<file path="src/sv/lapc_pkg.sv">
package lapc_pkg;

  localparam int IN_W   = 40;
  localparam int OUT_W  = 24;
  localparam int CMD_W  = 2;
  localparam int APB_AW = 4;
  localparam int APB_DW = 32;

  localparam logic [CMD_W-1:0] CMD_STEP = 2'd0;
  localparam logic [CMD_W-1:0] CMD_INIT = 2'd1;
  localparam logic [CMD_W-1:0] CMD_FLAG = 2'd2;

  localparam logic [1:0] REG_DEADBAND  = 2'd0;
  localparam logic [1:0] REG_PROP_SPAN = 2'd1;
  localparam logic [1:0] REG_POWER_MAX = 2'd2;
  localparam logic [1:0] REG_POWER_MIN = 2'd3;

  localparam logic [11:0] DEADBAND_RST  = 12'd8;
  localparam logic [11:0] PROP_SPAN_RST = 12'd200;
  localparam logic [7:0]  POWER_MAX_RST = 8'd255;
  localparam logic [7:0]  POWER_MIN_RST = 8'd80;

  localparam logic [13:0] TIME_SCALE = 14'd10000;
  localparam logic [6:0]  FULL_DUTY  = 7'd100;
  localparam int          POS_W      = 30;
  localparam int          SAMPLE_SHIFT = 20;

  localparam int PDIV_W  = 19;
  localparam int PDIV_DW = 12;
  localparam int FDIV_W  = 30;
  localparam int FDIV_DW = 14;

  typedef struct packed {
    logic [11:0] deadband;
    logic [11:0] proportional_span;
    logic [7:0]  power_max;
    logic [7:0]  power_min;
  } cfg_t;

endpackage

</file>
<file path="src/sv/lapc_div.sv">
module lapc_div #(
  parameter int W  = 19,
  parameter int DW = 12
) (
  input  logic          clk,
  input  logic          rst,
  input  logic          start,
  input  logic [W-1:0]  dividend,
  input  logic [DW-1:0] divisor,
  output logic          busy,
  output logic [W-1:0]  quotient
);

  localparam int CW = $clog2(W + 1);

  logic [W-1:0]  dq;
  logic [DW-1:0] dvs;
  logic [DW-1:0] rem;
  logic [CW-1:0] count;
  logic [DW:0]   shifted;
  logic [DW:0]   diff;
  logic          ge;

  // restoring divide, one quotient bit per cycle
  assign shifted  = {rem, dq[W-1]};
  assign diff     = shifted - {1'b0, dvs};
  assign ge       = shifted >= {1'b0, dvs};
  assign busy     = count != '0;
  assign quotient = dq;

  always_ff @(posedge clk) begin
    if (rst) begin
      count <= '0;
    end else if (start) begin
      count <= CW'(W);
    end else if (busy) begin
      count <= count - 1'b1;
    end
  end

  always_ff @(posedge clk) begin
    if (start) begin
      dq  <= dividend;
      dvs <= divisor;
      rem <= '0;
    end else if (busy) begin
      rem <= ge ? diff[DW-1:0] : shifted[DW-1:0];
      dq  <= {dq[W-2:0], ge};
    end
  end

endmodule

</file>
<file path="src/sv/lapc_regs.sv">
module lapc_regs (
  input  logic                         clk,
  input  logic                         rst,
  input  logic                         psel,
  input  logic                         penable,
  input  logic                         pwrite,
  input  logic [lapc_pkg::APB_AW-1:0]  paddr,
  input  logic [lapc_pkg::APB_DW-1:0]  pwdata,
  output logic [lapc_pkg::APB_DW-1:0]  prdata,
  output lapc_pkg::cfg_t               cfg
);

  logic       wr;
  logic [1:0] idx;

  assign wr  = psel & penable & pwrite;
  assign idx = paddr[lapc_pkg::APB_AW-1:2];

  always_ff @(posedge clk) begin
    if (rst) begin
      cfg.deadband          <= lapc_pkg::DEADBAND_RST;
      cfg.proportional_span <= lapc_pkg::PROP_SPAN_RST;
      cfg.power_max         <= lapc_pkg::POWER_MAX_RST;
      cfg.power_min         <= lapc_pkg::POWER_MIN_RST;
    end else if (wr) begin
      unique case (idx)
        lapc_pkg::REG_DEADBAND:  cfg.deadband          <= pwdata[11:0];
        lapc_pkg::REG_PROP_SPAN: cfg.proportional_span <= pwdata[11:0];
        lapc_pkg::REG_POWER_MAX: cfg.power_max         <= pwdata[7:0];
        lapc_pkg::REG_POWER_MIN: cfg.power_min         <= pwdata[7:0];
        default: ;
      endcase
    end
  end

  always_comb begin
    unique case (idx)
      lapc_pkg::REG_DEADBAND:  prdata = lapc_pkg::APB_DW'(cfg.deadband);
      lapc_pkg::REG_PROP_SPAN: prdata = lapc_pkg::APB_DW'(cfg.proportional_span);
      lapc_pkg::REG_POWER_MAX: prdata = lapc_pkg::APB_DW'(cfg.power_max);
      lapc_pkg::REG_POWER_MIN: prdata = lapc_pkg::APB_DW'(cfg.power_min);
      default:                 prdata = '0;
    endcase
  end

endmodule

</file>
<file path="src/sv/linear_actuator_position_controller.sv">
// Position loop for a linear actuator: one input word per control step, one result word back.
// Commands: control step, initialize the filter from the ADC sample (drive stops), or write the
// completion flag. A control step compares the target with the previous filtered position,
// starts or stops the drive, computes the next step's power, and advances the first-order
// position filter. One item is processed at a time. A control step always runs the 30-bit
// bit-serial divide of the filter; when the drive runs, the power mapping adds 19-bit serial
// divides, one for the scaled duty when the error lies inside the proportional span and one
// for the mapping whenever that duty is nonzero. Initialize, flag and unused commands need no
// divide and go straight to output. The next word is accepted from the cycle after the result
// is issued. A new word is accepted while the previous result still waits on the output
// register; the result of that word then stalls until the output register frees.
// Registers sit at byte addresses 0 (deadband), 4 (proportional span), 8 (power max) and
// 12 (power min) and should be written only while the block is idle.
module linear_actuator_position_controller (
  input  logic                          clk,
  input  logic                          rst,
  input  logic                          s_axis_tvalid,
  output logic                          s_axis_tready,
  // [11:0] target, [21:12] feedback_sample, [35:22] elapsed_us, [36] complete_value
  input  logic [lapc_pkg::IN_W-1:0]     s_axis_tdata,
  // [1:0] command
  input  logic [lapc_pkg::CMD_W-1:0]    s_axis_tuser,
  output logic                          m_axis_tvalid,
  input  logic                          m_axis_tready,
  // [0] extend_dir, [8:1] drive_duty, [9] moving, [10] movement_done,
  // [22:11] position_estimate
  output logic [lapc_pkg::OUT_W-1:0]    m_axis_tdata,
  input  logic                          psel,
  input  logic                          penable,
  input  logic                          pwrite,
  input  logic [lapc_pkg::APB_AW-1:0]   paddr,
  input  logic [lapc_pkg::APB_DW-1:0]   pwdata,
  output logic [lapc_pkg::APB_DW-1:0]   prdata,
  output logic                          pready
);

  typedef enum logic [2:0] {
    ST_IDLE, ST_EVAL, ST_PDIV, ST_MAP, ST_MDIV, ST_FWAIT, ST_FUPD, ST_OUT
  } state_t;

  state_t state;

  lapc_pkg::cfg_t cfg;

  logic [lapc_pkg::CMD_W-1:0] cmd;
  logic [11:0] target;
  logic [9:0]  sample;
  logic [13:0] dt;
  logic        cval;

  logic [lapc_pkg::POS_W-1:0] pos;
  logic        dir;
  logic        en;
  logic        done_flag;
  logic [7:0]  next_power;
  logic [7:0]  applied;
  logic [6:0]  duty;
  logic        fneg;
  logic [30:0] fprod;

  logic [11:0] pos12;
  logic [12:0] err;
  logic [12:0] err_neg;
  logic [11:0] mag;
  logic        run;
  logic        prop;
  logic [18:0] mag100;
  logic [lapc_pkg::POS_W-1:0] fin;
  logic [30:0] fdiff;
  logic [30:0] fdiff_neg;
  logic [lapc_pkg::POS_W-1:0] fdiff_mag;
  logic        sneg;
  logic [7:0]  smag;
  logic [18:0] mprod;
  logic [7:0]  mapped;
  logic [13:0] dt_in;

  logic                         pdiv_start;
  logic [lapc_pkg::PDIV_W-1:0]  pdiv_dividend;
  logic [lapc_pkg::PDIV_DW-1:0] pdiv_divisor;
  logic                         pdiv_busy;
  logic [lapc_pkg::PDIV_W-1:0]  pdiv_q;
  logic                         fdiv_start;
  logic                         fdiv_busy;
  logic [lapc_pkg::FDIV_W-1:0]  fdiv_q;

  assign pready        = 1'b1;
  assign s_axis_tready = state == ST_IDLE;

  lapc_regs u_regs (
    .clk     (clk),
    .rst     (rst),
    .psel    (psel),
    .penable (penable),
    .pwrite  (pwrite),
    .paddr   (paddr),
    .pwdata  (pwdata),
    .prdata  (prdata),
    .cfg     (cfg)
  );

  assign pos12   = pos[lapc_pkg::POS_W-1:18];
  assign err     = {1'b0, target} - {1'b0, pos12};
  assign err_neg = 13'd0 - err;
  assign mag     = err[12] ? err_neg[11:0] : err[11:0];
  assign run     = mag > cfg.deadband;
  assign prop    = (cfg.proportional_span != 12'd0) && (mag <= cfg.proportional_span);
  assign mag100  = 19'(mag) * 19'(lapc_pkg::FULL_DUTY);

  assign fin       = {sample, 20'd0};
  assign fdiff     = {1'b0, fin} - {1'b0, pos};
  assign fdiff_neg = 31'd0 - fdiff;
  assign fdiff_mag = fdiff[30] ? fdiff_neg[29:0] : fdiff[29:0];

  assign sneg   = cfg.power_min > cfg.power_max;
  assign smag   = sneg ? cfg.power_min - cfg.power_max : cfg.power_max - cfg.power_min;
  assign mprod  = 19'(duty) * 19'(smag);
  assign mapped = sneg ? cfg.power_min - pdiv_q[7:0] : cfg.power_min + pdiv_q[7:0];

  assign dt_in = (s_axis_tdata[35:22] > lapc_pkg::TIME_SCALE) ?
                 lapc_pkg::TIME_SCALE : s_axis_tdata[35:22];

  assign pdiv_start = (state == ST_EVAL && cmd == lapc_pkg::CMD_STEP && run && prop) ||
                      (state == ST_MAP && duty != 7'd0);
  assign pdiv_dividend = (state == ST_EVAL) ? mag100 : mprod;
  assign pdiv_divisor  = (state == ST_EVAL) ? cfg.proportional_span :
                         lapc_pkg::PDIV_DW'(lapc_pkg::FULL_DUTY);
  assign fdiv_start    = state == ST_EVAL && cmd == lapc_pkg::CMD_STEP;

  lapc_div #(.W(lapc_pkg::PDIV_W), .DW(lapc_pkg::PDIV_DW)) u_pdiv (
    .clk      (clk),
    .rst      (rst),
    .start    (pdiv_start),
    .dividend (pdiv_dividend),
    .divisor  (pdiv_divisor),
    .busy     (pdiv_busy),
    .quotient (pdiv_q)
  );

  lapc_div #(.W(lapc_pkg::FDIV_W), .DW(lapc_pkg::FDIV_DW)) u_fdiv (
    .clk      (clk),
    .rst      (rst),
    .start    (fdiv_start),
    .dividend (fdiff_mag),
    .divisor  (lapc_pkg::TIME_SCALE),
    .busy     (fdiv_busy),
    .quotient (fdiv_q)
  );

  always_ff @(posedge clk) begin
    if (rst) begin
      state         <= ST_IDLE;
      m_axis_tvalid <= 1'b0;
      pos           <= '0;
      dir           <= 1'b0;
      en            <= 1'b0;
      done_flag     <= 1'b0;
      next_power    <= '0;
      applied       <= '0;
    end else begin
      if (state == ST_OUT && (!m_axis_tvalid || m_axis_tready)) begin
        m_axis_tvalid <= 1'b1;
      end else if (m_axis_tready) begin
        m_axis_tvalid <= 1'b0;
      end
      unique case (state)
        ST_IDLE: begin
          if (s_axis_tvalid) begin
            cmd    <= s_axis_tuser;
            target <= s_axis_tdata[11:0];
            sample <= s_axis_tdata[21:12];
            dt     <= dt_in;
            cval   <= s_axis_tdata[36];
            state  <= ST_EVAL;
          end
        end
        ST_EVAL: begin
          unique case (cmd)
            lapc_pkg::CMD_STEP: begin
              fneg <= fdiff[30];
              if (run) begin
                dir     <= ~err[12];
                en      <= 1'b1;
                applied <= next_power;
                if (prop) begin
                  state <= ST_PDIV;
                end else begin
                  duty  <= lapc_pkg::FULL_DUTY;
                  state <= ST_MAP;
                end
              end else begin
                if (en) begin
                  en        <= 1'b0;
                  applied   <= '0;
                  done_flag <= 1'b1;
                end
                state <= ST_FWAIT;
              end
            end
            lapc_pkg::CMD_INIT: begin
              dir     <= 1'b0;
              en      <= 1'b0;
              applied <= '0;
              pos     <= fin;
              state   <= ST_OUT;
            end
            lapc_pkg::CMD_FLAG: begin
              done_flag <= cval;
              state     <= ST_OUT;
            end
            default: state <= ST_OUT;
          endcase
        end
        ST_PDIV: begin
          if (!pdiv_busy) begin
            duty  <= pdiv_q[6:0];
            state <= ST_MAP;
          end
        end
        ST_MAP: begin
          if (duty == 7'd0) begin
            next_power <= '0;
            state      <= ST_FWAIT;
          end else begin
            state <= ST_MDIV;
          end
        end
        ST_MDIV: begin
          if (!pdiv_busy) begin
            next_power <= mapped;
            state      <= ST_FWAIT;
          end
        end
        ST_FWAIT: begin
          if (!fdiv_busy) begin
            fprod <= 31'(fdiv_q[16:0]) * 31'(dt);
            state <= ST_FUPD;
          end
        end
        ST_FUPD: begin
          pos   <= fneg ? pos - fprod[29:0] : pos + fprod[29:0];
          state <= ST_OUT;
        end
        ST_OUT: begin
          if (!m_axis_tvalid || m_axis_tready) begin
            m_axis_tdata  <= {1'b0, pos12, done_flag, en, applied, dir};
            state         <= ST_IDLE;
          end
        end
      endcase
    end
  end

  a_units_idle: assert property (@(posedge clk) disable iff (rst)
    state == ST_IDLE |-> !pdiv_busy && !fdiv_busy)
    else $error("divider still busy while idle");

  a_stopped_duty: assert property (@(posedge clk) disable iff (rst)
    !en |-> applied == 8'd0)
    else $error("duty applied with drive disabled");

  a_pos_write: assert property (@(posedge clk) disable iff (rst)
    !$past(rst) && !$stable(pos) |-> $past(state == ST_FUPD || state == ST_EVAL))
    else $error("position changed outside update");

  a_result_src: assert property (@(posedge clk) disable iff (rst)
    $rose(m_axis_tvalid) |-> $past(state == ST_OUT))
    else $error("result word without a finished step");

endmodule

</file>
<file path="config.mk">
export PLATFORM = sky130hd
export DESIGN_NAME = linear_actuator_position_controller
export DESIGN_NICKNAME = d
export VERILOG_FILES = /design/src/sv/lapc_pkg.sv /design/src/sv/lapc_div.sv /design/src/sv/lapc_regs.sv /design/src/sv/linear_actuator_position_controller.sv
export SDC_FILE = /design/constraint.sdc
export NUM_CORES = 2
export LEC_CHECK = 0
export BUFFER_PORTS_ARGS = -buffer_cell sky130_fd_sc_hd__buf_2
export CAP_MARGIN = 40
export CORE_MARGIN = 4
export CORE_UTILIZATION = 55
export DETAILED_ROUTE_END_ITERATION = 8
export PLACE_DENSITY = 0.81
export SLEW_MARGIN = 0
export SYNTH_ARGS = -nofsm -noshare
export SYNTH_HDL_FRONTEND = slang
export SYNTH_SLANG_ARGS = --single-unit
export TNS_END_PERCENT = 1
</file>
<file path="constraint.sdc">
create_clock -name clk -period 20.6 [get_ports clk]
set_clock_uncertainty 0.05 [all_clocks]
set_input_delay 1.03 -clock clk [delete_from_list [all_inputs] [get_ports clk]]
set_output_delay 1.03 -clock clk [all_outputs]
set_load 0.1 [all_outputs]
</file>
==> flow_summary_export.csv <==
group,metric,value,unit
sta,setup-violations-final,0,
hold_path,min_path_cells,0,
final_layout,drive_gt1_share,7.726,%
die,die_height,236.1,um
clock_network,cts_tree,"built",
sta,finalMaxSlewViolations,0,
route,detail_route.wl_per_cell,17.12,um
sta,grt_setup_unrepaired,"no",
placed_design,place_hpwl,50680,um
die,die_area,0.05576,mm^2
route,routed_wirelength,66830,um
sta,worst_slew_margin_rel,37.66,%
synth,syn_inst_count,3162,
placed_design,placement.setup.worst_slack,12370,ps
sta,timing_worst_slew_pin_value,927.2,ps
worst_setup_path,most_common_cell_type_on_the_critical_path,"inv_1",
clock_network,cts_htree_levels,2,
global_routing,maximum_number_of_pins_on_one_net_before_global_route_repair,64,
final_layout,synth_to_final_area_change,7.762,%
final_layout,diodes,0,
worst_setup_path,cpLargestDelayFamily,"adder cells",
worst_setup_path,crit_path_end_kind,"register",
placed_design,gp_congestion,0.9162,
final_layout,design_area,0.03085,mm^2
die,die_x,236.1,um
sta,post-route-period-util,40.71,%
synth,yosysUniqueCellTypes,89,
worst_setup_path,critPathArrivalTime,8630,ps
route,drt_first_pass_iters,6,
die,initial_utilization,55.69,%
sta,hold_violations,0,
hold_path,hold_class,"register to register",
worst_setup_path,timing.critical_path.slowest_stage_cell,"xnor2_1",
placed_design,placement.io_buffers,96,
route,drtAntennaViolNets,0,
worst_setup_path,crit_type,"register to register",
synth,synth_seq_cells,290,
clock_network,worstSkewPairLatency,560,ps
clock_network,post_cts_hold_buffer_count,0,
sta,timing.hold.ws,381.3,ps
placed_design,placed_area,0.02967,mm^2
die,row_count,83,
worst_setup_path,reg2regPathDepth,33,
sta,fin_tns_setup,0,ps
route,vias,22554,
synth,ys_dominant_reg_cell,"edfxtp_1",
synth,async_flop_share,0,%
route,first_iter_violations,1743,
route,route.detailed.drc,0,
global_routing,number_of_global_route_vias_before_repair,22196,
worst_setup_path,critical_path_cell_count,33,
route,vias_per_cell,5.779,
clock_network,clk_path_buf_depth,3,
global_routing,initial_antenna_violation_count,0,
clock_network,clockRootBuffer,"clkbuf_16",
clock_network,post_cts.repair.setup_buffers,0,
clock_network,clock-sinks,290,
global_routing,grt_remaining_overflow,0,
worst_setup_path,worst_ep_required_time,20850,ps
clock_network,post_cts_resize_count,0,
clock_network,cts_made_buffers,34,
flow_run,max_cap_violations,0,
synth,syn_area_per_cell,9.053,um^2
worst_setup_path,worstSetupStartpointType,"register",
final_layout,final_net_count,3781,
clock_network,cts.reportedPaths.clkPinSlew,60,ps
synth,number_of_flops_mapped_to_enable_cells_by_yosys,161,
die,num_io_pins,144,
worst_setup_path,worst_path_largest_cell_delay,610,ps
worst_setup_path,worstPathBufferInverterCount,6,
synth,syn_area,0.02863,mm^2
synth,synth_sequential_area_ratio,25.91,%
sta,setup_ws,12210,ps
worst_setup_path,peak_fanout_along_the_critical_path,7,
synth,yosys_warnings,0,
die,design.core.area,0.05141,mm^2
status,status,"complete, no violations",
sta,fmax,119.2,MHz
global_routing,wire_length_of_the_first_global_routing_pass,111300,um
global_routing,grt_use_total,23.71,%
sta,shortest_period_the_worst_path_allows,8386,ps
==> layer usage <==
metal / GRT usage, % / wire, um / part of all wire (%) / vias to the layer above
met5: 0 / 0 / 0 / -
met4: 6.210 / 1540 / 2.3 / 0
met3: 3.262 / 4980 / 7.5 / 105
met2: 37.70 / 30750 / 46 / 790
met1: 34.40 / 29560 / 44 / 10935
li1: - / - / - / 10724
==> kinds of logic (layout without fill, tap and decap cells) <==
| logic type | count (synthesis) | after routing | synth area share (%) |
|---|---|---|---|
| compound gates | 558 | 558 | 12.66 |
| xor+xnor | 209 | 209 | 6.534 |
| fa+ha+maj | 498 | 498 | 27.48 |
| buf+inv | 521 | 562 | 7.194 |
| flops | 290 | 290 | 25.91 |
| mux | 59 | 59 | 2.557 |
| other cells | 2 | 22 | 0.02623 |
| simple gates | 1025 | 1025 | 17.64 |
==> synthesized netlist by cell type, drive strengths merged (18+ instances only) <==
master / number / share of area, %
mux2i: 33 / 1.2
nand2b: 39 / 0.85
inv: 375 / 4.9
nand2: 322 / 4.2
dfxtp: 129 / 9.0
a211oi: 34 / 0.95
xor2: 55 / 1.7
o21a: 24 / 0.63
or3: 23 / 0.50
o21ai: 104 / 1.9
a21o: 49 / 1.3
nor4: 26 / 0.61
nor2b: 47 / 1.0
and3: 21 / 0.48
nand3: 47 / 0.82
a21oi: 178 / 3.1
nor3: 67 / 1.2
a31oi: 30 / 0.68
xnor2: 153 / 4.7
clkbuf: 112 / 1.5
and2: 165 / 3.6
ha: 280 / 12
mux2: 18 / 0.77
edfxtp: 161 / 17
o211ai: 22 / 0.58
nor2: 211 / 2.8
fa: 218 / 15
buf: 34 / 0.81
==> registers in the layout, summed over array words and instances (netlist names), 2 cells and up <==
name / flops
u_fdiv.count: 5
target: 12
pos: 30
u_regs.cfg: 40
cmd: 2
u_fdiv.quotient: 30
u_pdiv.count: 5
next_power: 8
u_pdiv.quotient: 19
applied: 8
fprod: 30
duty: 7
m_axis_tdata: 23
state: 3
sample: 10
dt: 14
u_pdiv.rem: 12
u_fdiv.rem: 14
u_pdiv.dvs: 12
==> metrics by stage <==
stage / utilization (%) / cells
after floorplan: - / 3182
after global placement: 57.53 / 3835
after detailed placement: 57.71 / 3840
after CTS: 59.98 / 3901
after global routing: 60.01 / 3903
final: 60.01 / 3903
==> final timing paths <==
check | startpoint | end | slack (ps)
min | applied[0] | m_axis_tdata[1] | 380
min reg2reg | applied[0] | m_axis_tdata[1] | 380
max | u_regs.cfg[0] | u_pdiv.quotient[12] | 12210
max reg2reg | u_regs.cfg[0] | u_pdiv.quotient[12] | 12210
==> worst reg2reg max path: cells and delay by family, from the launching register on <==
family | cells | cell delay (ps)
fa+ha+maj | 7 | 2980
compound gates | 13 | 2640
xor+xnor | 2 | 890
simple gates | 4 | 510
flops | 1 | 390
buf+inv | 6 | 390
mux | 1 | 280
==> final cells by class <==
class | instances | area, um^2
fill | 4303 | 20560
clock buffer | 43 | 958.4
clock inverter | 18 | 205.2
timing repair buffer | 126 | 764.5
inverter | 375 | 1408
sequential | 290 | 7417
multi-input combinational | 2371 | 19240
tap | 680 | 850.8
==> cell usage in the layout, fill, tap and decap left out, types with 24 or more instances in the layout <==
cell | netlist | routed
ha_1 | 280 | 280
nor4_1 | 24 | 24
o21ai_0 | 99 | 98
nand2b_1 | 39 | 39
a21oi_1 | 178 | 178
o21a_1 | 24 | 24
and2_1 | 165 | 165
nor2b_1 | 47 | 47
fa_1 | 218 | 218
xor2_1 | 54 | 54
nor3_1 | 65 | 63
dfxtp_1 | 129 | 129
a211oi_1 | 32 | 32
mux2i_1 | 33 | 33
clkbuf_16 | 0 | 37
nor2_1 | 211 | 210
xnor2_1 | 152 | 152
buf_2 | 5 | 98
nand2_1 | 322 | 322
nand3_1 | 47 | 47
a21o_1 | 49 | 49
edfxtp_1 | 161 | 161
a31oi_1 | 29 | 29
inv_1 | 375 | 375
Power is left out: the tool's default activity adds up to more than one toggle a clock period on the data nets, which glitch-free logic cannot reach.
